--- src/hw/rtl/fpba_pkg.sv ---
// Shared constants, types and codes of the fit-policy block allocator.
package fpba_pkg;

    localparam int NUM_BLOCKS = 16;
    localparam int SIZE_BITS  = 16;

    // Fixed port widths.
    localparam int SEL_BITS = 4;
    localparam int VAL_BITS = 16;
    localparam int POL_BITS = 2;
    localparam int CFG_IDX_BITS = 2;
    localparam int CFG_DATA_BITS = 5;

    localparam int BLK_W = $clog2(NUM_BLOCKS);
    localparam int CNT_W = $clog2(NUM_BLOCKS + 1);

    typedef logic [BLK_W-1:0]     blk_t;
    typedef logic [CNT_W-1:0]     cnt_t;
    typedef logic [SIZE_BITS-1:0] room_t;
    typedef logic [POL_BITS-1:0]  policy_t;

    localparam logic OP_LOAD  = 1'b0;
    localparam logic OP_ALLOC = 1'b1;

    localparam policy_t POLICY_FIRST = 2'd0;
    localparam policy_t POLICY_BEST  = 2'd1;
    localparam policy_t POLICY_WORST = 2'd2;

    localparam logic [CFG_IDX_BITS-1:0] REG_FIT_POLICY    = 2'd0;
    localparam logic [CFG_IDX_BITS-1:0] REG_BLOCKS_IN_USE = 2'd1;

    // Running candidate of a scan.
    typedef struct packed {
        logic  have;
        blk_t  sel;
        room_t best;
    } scan_t;

endpackage

--- src/hw/rtl/fpba_ram.sv ---
// Generic single-write, single-read RAM with registered read data.
module fpba_ram #(
    parameter int WIDTH = 16,
    parameter int DEPTH = 16
) (
    input  logic                     clk,
    input  logic                     we,
    input  logic [$clog2(DEPTH)-1:0] waddr,
    input  logic [WIDTH-1:0]         wdata,
    input  logic [$clog2(DEPTH)-1:0] raddr,
    output logic [WIDTH-1:0]         rdata
);

    logic [WIDTH-1:0] mem [DEPTH];

    always_ff @(posedge clk)
    begin
        if (we)
        begin
            mem[waddr] <= wdata;
        end
        rdata <= mem[raddr];
    end

endmodule

--- src/hw/rtl/fpba_scan.sv ---
// Candidate tracker: folds one read entry per cycle, while step is high, into the current pick.
module fpba_scan import fpba_pkg::*; (
    input  logic    clk,
    input  logic    rst_n,
    input  logic    clear,
    input  logic    step,
    input  room_t   room,
    input  blk_t    idx,
    input  room_t   need,
    input  policy_t policy,
    output scan_t   pick
);

    scan_t pick_reg;
    scan_t pick_next;
    logic  fits;
    logic  take;

    assign fits = (room >= need);

    // Policy code three falls back to first fit: only the first fit is kept.
    always_comb
    begin
        take = 1'b0;
        if (fits)
        begin
            if (!pick_reg.have)
            begin
                take = 1'b1;
            end
            else if (policy == POLICY_BEST)
            begin
                take = (room < pick_reg.best);
            end
            else if (policy == POLICY_WORST)
            begin
                take = (room > pick_reg.best);
            end
        end
    end

    always_comb
    begin
        pick_next = pick_reg;
        if (clear)
        begin
            pick_next.have = 1'b0;
        end
        else if (step && take)
        begin
            pick_next.have = 1'b1;
            pick_next.sel  = idx;
            pick_next.best = room;
        end
    end

    always_ff @(posedge clk or negedge rst_n)
    begin
        if (!rst_n)
        begin
            pick_reg <= '0;
        end
        else
        begin
            pick_reg <= pick_next;
        end
    end

    assign pick = pick_reg;

endmodule

--- src/hw/rtl/fit_policy_block_allocator.sv ---
// Top level of the fit-policy block allocator: sequencer, free-space RAM and config.
//
// A load request (operation 0) writes one free-space entry in the cycle it is
// accepted; busy stays low and no result follows. An allocate request
// (operation 1) reads N entries out of the free-space RAM one per cycle and
// keeps busy high through its scan, drain and write states, N being blocks_in_use
// capped at the table size of 16 entries (N = 0 skips the scan and is
// refused). The result appears on granted, chosen_block and space_left for the
// single cycle in which done is high, which is also the first cycle busy is low
// again; the receiver must take it then. The free-space table reads as zero
// after reset. Configuration writes are always ready and belong in idle time.
module fit_policy_block_allocator import fpba_pkg::*; (
    input  logic                     clk,
    input  logic                     rst_n,
    input  logic                     start,
    output logic                     busy,
    input  logic                     operation,
    input  logic [SEL_BITS-1:0]      block_select,
    input  logic [VAL_BITS-1:0]      size_value,
    input  logic                     cfg_valid,
    output logic                     cfg_ready,
    input  logic [CFG_IDX_BITS-1:0]  cfg_index,
    input  logic [CFG_DATA_BITS-1:0] cfg_data,
    output logic                     done,
    output logic                     granted,
    output logic [SEL_BITS-1:0]      chosen_block,
    output logic [VAL_BITS-1:0]      space_left
);

    typedef enum logic [3:0] {
        ST_IDLE  = 4'b0001,
        ST_SCAN  = 4'b0010,
        ST_DRAIN = 4'b0100,
        ST_WRITE = 4'b1000
    } state_t;

    state_t  state_reg, state_next;
    blk_t    idx_reg, idx_next;
    room_t   need_reg;
    logic    rd_pend_reg;
    blk_t    rd_idx_reg;
    logic [NUM_BLOCKS-1:0] vld_reg;
    policy_t policy_reg;
    logic [CFG_DATA_BITS-1:0] bu_reg;

    logic                done_reg, done_next;
    logic                granted_reg, granted_next;
    logic [SEL_BITS-1:0] chosen_reg, chosen_next;
    logic [VAL_BITS-1:0] left_reg, left_next;

    logic  accept;
    logic  load_ok;
    cnt_t  scan_limit;
    logic  last_issue;
    logic  ram_we;
    blk_t  ram_waddr;
    room_t ram_wdata;
    room_t ram_rdata;
    room_t room_in;
    room_t remain;
    scan_t pick;

    assign busy      = (state_reg != ST_IDLE);
    assign cfg_ready = 1'b1;
    assign accept    = start && !busy;
    assign load_ok   = (32'(block_select) < NUM_BLOCKS);

    assign scan_limit = (32'(bu_reg) > NUM_BLOCKS) ? CNT_W'(NUM_BLOCKS) : CNT_W'(bu_reg);
    assign last_issue = ((CNT_W'(idx_reg) + CNT_W'(1)) == scan_limit);

    // Entries never written read as zero.
    assign room_in = vld_reg[rd_idx_reg] ? ram_rdata : '0;
    assign remain  = pick.best - need_reg;

    always_comb
    begin
        ram_we    = 1'b0;
        ram_waddr = pick.sel;
        ram_wdata = remain;
        if (accept && (operation == OP_LOAD) && load_ok)
        begin
            ram_we    = 1'b1;
            ram_waddr = BLK_W'(block_select);
            ram_wdata = SIZE_BITS'(size_value);
        end
        else if ((state_reg == ST_WRITE) && pick.have)
        begin
            ram_we = 1'b1;
        end
    end

    always_comb
    begin
        state_next = state_reg;
        idx_next   = idx_reg;
        unique case (state_reg)
            ST_IDLE:
            begin
                idx_next = '0;
                if (accept && (operation == OP_ALLOC))
                begin
                    state_next = (scan_limit == '0) ? ST_WRITE : ST_SCAN;
                end
            end
            ST_SCAN:
            begin
                idx_next = idx_reg + BLK_W'(1);
                if (last_issue)
                begin
                    state_next = ST_DRAIN;
                end
            end
            ST_DRAIN:
            begin
                state_next = ST_WRITE;
            end
            ST_WRITE:
            begin
                state_next = ST_IDLE;
            end
            default:
            begin
                state_next = ST_IDLE;
            end
        endcase
    end

    always_comb
    begin
        done_next    = (state_reg == ST_WRITE);
        granted_next = pick.have;
        chosen_next  = pick.have ? SEL_BITS'(pick.sel) : '0;
        left_next    = pick.have ? VAL_BITS'(remain) : '0;
    end

    fpba_ram #(
        .WIDTH(SIZE_BITS),
        .DEPTH(NUM_BLOCKS)
    ) u_ram (
        .clk  (clk),
        .we   (ram_we),
        .waddr(ram_waddr),
        .wdata(ram_wdata),
        .raddr(idx_reg),
        .rdata(ram_rdata)
    );

    fpba_scan u_scan (
        .clk   (clk),
        .rst_n (rst_n),
        .clear (accept),
        .step  (rd_pend_reg),
        .room  (room_in),
        .idx   (rd_idx_reg),
        .need  (need_reg),
        .policy(policy_reg),
        .pick  (pick)
    );

    always_ff @(posedge clk or negedge rst_n)
    begin
        if (!rst_n)
        begin
            state_reg   <= ST_IDLE;
            idx_reg     <= '0;
            rd_pend_reg <= 1'b0;
            vld_reg     <= '0;
            policy_reg  <= POLICY_FIRST;
            bu_reg      <= CFG_DATA_BITS'(16);
            done_reg    <= 1'b0;
        end
        else
        begin
            state_reg   <= state_next;
            idx_reg     <= idx_next;
            rd_pend_reg <= (state_reg == ST_SCAN);
            done_reg    <= done_next;
            if (ram_we)
            begin
                vld_reg[ram_waddr] <= 1'b1;
            end
            if (cfg_valid && cfg_ready)
            begin
                if (cfg_index == REG_FIT_POLICY)
                begin
                    policy_reg <= POL_BITS'(cfg_data);
                end
                else if (cfg_index == REG_BLOCKS_IN_USE)
                begin
                    bu_reg <= cfg_data;
                end
            end
        end
    end

    always_ff @(posedge clk)
    begin
        rd_idx_reg <= idx_reg;
        if (accept)
        begin
            need_reg <= SIZE_BITS'(size_value);
        end
        if (state_reg == ST_WRITE)
        begin
            granted_reg <= granted_next;
            chosen_reg  <= chosen_next;
            left_reg    <= left_next;
        end
    end

    assign done         = done_reg;
    assign granted      = granted_reg;
    assign chosen_block = chosen_reg;
    assign space_left   = left_reg;

endmodule

--- config.mk ---
export PLATFORM = sky130hd
export DESIGN_NAME = fit_policy_block_allocator
export DESIGN_NICKNAME = d
export VERILOG_FILES = /design/src/hw/rtl/fpba_pkg.sv /design/src/hw/rtl/fpba_ram.sv /design/src/hw/rtl/fpba_scan.sv /design/src/hw/rtl/fit_policy_block_allocator.sv
export SDC_FILE = /design/constraint.sdc
export NUM_CORES = 1
export LEC_CHECK = 0
export ABC_AREA = 0
export BUFFER_PORTS_ARGS = -buffer_cell sky130_fd_sc_hd__buf_2
export CAP_MARGIN = 10
export CORE_MARGIN = 2
export CORE_UTILIZATION = 30
export DETAILED_ROUTE_END_ITERATION = 10
export SLEW_MARGIN = 20
export SYNTH_ARGS = -nofsm -noshare
export SYNTH_HDL_FRONTEND = slang
export SYNTH_HIERARCHICAL = 1
export SYNTH_SLANG_ARGS = --single-unit
export TNS_END_PERCENT = 50
--- constraint.sdc ---
create_clock -name clk -period 6.7 [get_ports clk]
set_clock_uncertainty 0.1 [all_clocks]
set_input_delay 1.675 -clock clk [delete_from_list [all_inputs] [get_ports clk]]
set_output_delay 1.675 -clock clk [all_outputs]
set_load 0.02 [all_outputs]
==> results list <==
- Switching power: 3.14 mW
- After layout, the minimum clock period comes to 4.96 ns.
- Number of global-route vias before repair: just under 10000
- Net switching is 36.9% of the power.
* Post-synthesis sequential area ratio: between 60% and 70%
- Layout cell share with drive strength beyond 1: around 22%
- First DRT Iteration DRCs: slightly above 900
- STA classifies the critical path endpoint as a flip-flop.
- Setup repair bufs after CTS: 0
- Kind of cell adding the most delay to the critical path: multiplexers
* Type of the worst setup path: flip-flop to flip-flop
- Ordered cell list for the critical path: mux4_1 > mux4_2 > and2_2 > ha_1 > nand4_1 > nor2_1 > a221o_1 > a211oi_4 > buf_4 > mux2i_4 > o32ai_1
- Clock tree from TritonCTS: yes
- Number of distinct library cell variants in the gate-level netlist after synthesis: a little over 70
- Remaining DRCs: 0
* Max_slew headroom: around 25%
* Clock group share of total power: a little under a quarter
- Hold repair after CTS inserted 0 buffers.
- Clock tree synthesis selected as its root buffer the cell sky130_fd_sc_hd__clkbuf_16.
- Entering global routing, the biggest net connects a little under 70 pins.
* Net count, final: ~1300
- Count of input and output buffers: 54
- Together, buffers and inverters on the worst path number 1.
- The number of antenna diodes in the final layout is 0.
- Core area: 54000 µm²
* # IOs: 56
* Later-pin clock latency in the skew report: about 0.56 ns
* Rows: 85
- In the synthesized netlist the dominant register cell turns out to be sky130_fd_sc_hd__edfxtp_1.
- Depth of the worst register-to-register path: 11
- CTS H-tree depth: 2
* Maximum cell stage delay along the critical path: 0.97 ns
* Fin crit share: about three quarters
- Estimated wirelength of the detail-placed design: 26800 µm
- Setup TNS: 0 ns
- Data on the critical path arrives at its endpoint at ~5.2 ns.
- Placer congestion estimate: 0.855
- Unrepaired setup endpoints after global routing: no
- Yosys mapped a number of flops with a built-in enable equal to 293.
- Fmax: between 200 and 250 MHz
- Die Height: 238 µm
- The number of nets handed over by synthesis was between 1000 and 1500.
- The number of antenna violations at the first check in global routing was 1.
* Number of synthesis warnings: 6
- For the pin with the worst max-slew slack, the measured transition is 1.10 ns.
* # resized after CTS: 0
- The worst hold path passes through 0 cells.
- The count of final hold-check violations came to 0.
- Die outline area: around 57000 µm²
* Cell leakage power: roughly 6.8 nW
- The cell area that synthesis handed to floorplanning was about 16000 µm².
- Per-cell via count in the routed design: roughly 5.1
* Area growth from synthesis to layout: 14.1%
- The total count of max-transition violations in the final report came to 0.
* Clock-pin slew on the worst setup and hold paths: approximately 0.070 ns
- The detail route stage leaves a number of antenna-violating nets equal to 0.
* Levels on crit path: 11
* Worst path slowest cell: sky130_fd_sc_hd__mux2i_4
- The first global-routing pass estimated about 61000 µm of wire.
- Max FFs per register: 256
* Synthesized instance count: about 1100
- Type of origin of the critical path: flip-flop
* Maximum count of clock buffers along a single path: 3
- Combinational power share: 34.2%
* CTS sink cnt: about 370
- # Max-Cap Violations: 0
* Sequential group share of total power: a little over two fifths
- For this block, the routed nets add up to slightly above 40000 µm of wire.
- Across the VDD grid, the largest voltage drop is between 0.2 and 0.25 mV.
- Total via count after detailed routing: ~9700
- CP Data Required Time: 6.98 ns
- Internal power comes to roughly 5.4 mW.
- Status: finished, final reports clean
- The first TritonRoute pass finished after 5 iterations.
- Number of CTS-inserted buffers: 38
* Pwr Density: around 450 nW/µm²
- Setup violations remaining at the end of the flow were counted as 0.
- Total routing usage reported by global routing: 14.5%
- Post-layout total power: between 8 and 9 mW
* Average cell area after synthesis: between 10 and 15 µm²
* Register bit total from synthesis: roughly 370
- Once the floorplan was initialized, standard cells occupied between 30% and 40% of the core.
* Share of synthesized registers carrying an async set or reset: between 10% and 20%
- The worst hold path belongs to the class flip-flop to flip-flop.
- Routed wire per std cell: around 22 µm
* Maximum fanout along the worst path: 21
- Die width: ~240 µm
* Gr ovfl total: 0
-- logic make-up after synthesis --
kind of cell | after synthesis | synth area share [%]
buffers and inverters | 106 | 2.89
multiplexers | 102 | 11.9
flip-flops | 367 | 64.1
XOR/XNOR | 15 | 0.798
AND/OR/NAND/NOR | 288 | 8.44
AO/OA/AOI/OAI | 185 | 8.11
adder cells (fa/ha/maj) | 49 | 3.77
other | 1 | 0.0228
-- layout by cell type, fill, tap and decap left out, types with 13 or more instances in the layout --
master                      instances
sky130_fd_sc_hd__edfxtp_1         293
sky130_fd_sc_hd__nand2_1           94
sky130_fd_sc_hd__nor2_1            61
sky130_fd_sc_hd__inv_1             59
sky130_fd_sc_hd__mux4_2            55
sky130_fd_sc_hd__buf_2             54
sky130_fd_sc_hd__dfrtp_1           50
sky130_fd_sc_hd__ha_1              48
sky130_fd_sc_hd__o21ai_0           42
sky130_fd_sc_hd__clkbuf_16         39
sky130_fd_sc_hd__nand3_1           33
sky130_fd_sc_hd__a22oi_1           32
sky130_fd_sc_hd__a21oi_1           30
sky130_fd_sc_hd__buf_4             23
sky130_fd_sc_hd__a21o_1            20
sky130_fd_sc_hd__dfxtp_1           20
sky130_fd_sc_hd__mux2i_1           20
sky130_fd_sc_hd__o211ai_2          20
sky130_fd_sc_hd__and2_1            15
sky130_fd_sc_hd__mux4_1            14
sky130_fd_sc_hd__nor2_2            13
-- worst paths after layout --
kind                               start  slack, ns              end
min reg2reg                   idx_reg[1]       0.30    rd_idx_reg[1]
max reg2reg                rd_idx_reg[0]       1.74  u_scan/pick[20]
min in group asynchronous          rst_n       1.16   u_scan/pick[5]
max in group asynchronous          rst_n       4.74       idx_reg[0]
max                        rd_idx_reg[0]       1.74  u_scan/pick[20]
min                           idx_reg[1]       0.30    rd_idx_reg[1]
-- per-layer routing --
metal	track usage [%]	routed length, µm	vias up	share of wire (%)
met3	2.30	2320	71	5.6
met2	24.4	20400	303	49
met5	0	15	-	0.036
met1	19.2	17500	4959	42
met4	4.53	1150	2	2.8
li1	-	-	4394	-
-- cells in the mapped netlist, drive strengths merged, types with 8 or more instances --
library cell	number	share of area [%]
nand2b	11	0.42
ha	48	3.6
clkbuf	25	0.57
mux2	12	0.82
a21oi	33	1.0
nor3	13	0.43
mux2i	21	1.3
edfxtp	293	53
nor2b	8	0.30
a21o	20	0.91
o21ai	46	1.4
inv	59	1.3
and2	31	1.4
xnor2	8	0.43
nand3	33	1.0
nor2	74	1.7
nand2	94	2.1
o211ai	24	1.7
dfxtp	20	2.4
buf	22	0.97
a22oi	32	1.5
mux4	69	9.8
dfrtp	52	7.9
-- power groups by stage --
stage               combinational, mW  sequential [mW]  clock [mW]
floorplan                        1.86             3.51           0
global placement                 2.83             3.62           0
detailed placement               2.92             3.63           0
CTS                              2.92             3.59        2.06
global route                     3.16             3.62        2.14
finish                           2.91             3.58        2.01
-- metrics by stage --
stage               hold slack, ns  area, µm²  std cells  utilization [%]  setup WS, ns
floorplan                    0.307      16500       1113                -          1.36
global placement             0.266      17600       1839             32.6          1.89
detailed placement           0.284      17600       1839             32.6          1.78
CTS                          0.293      18800       1906             34.8          1.76
global route                 0.303      18800       1906             34.8          1.55
finish                       0.296      18800       1906             34.8          1.74
-- cell type report --
type	count	area (µm²)
fillers	5150	35200
flip-flops and latches	367	10600
inverters	59	221
clock buffers	45	1010
well taps	696	871
multi-input cells	640	5520
clock inverters	22	169
repair buffers	77	443
Note: power is estimated with default switching activity, not from simulation.
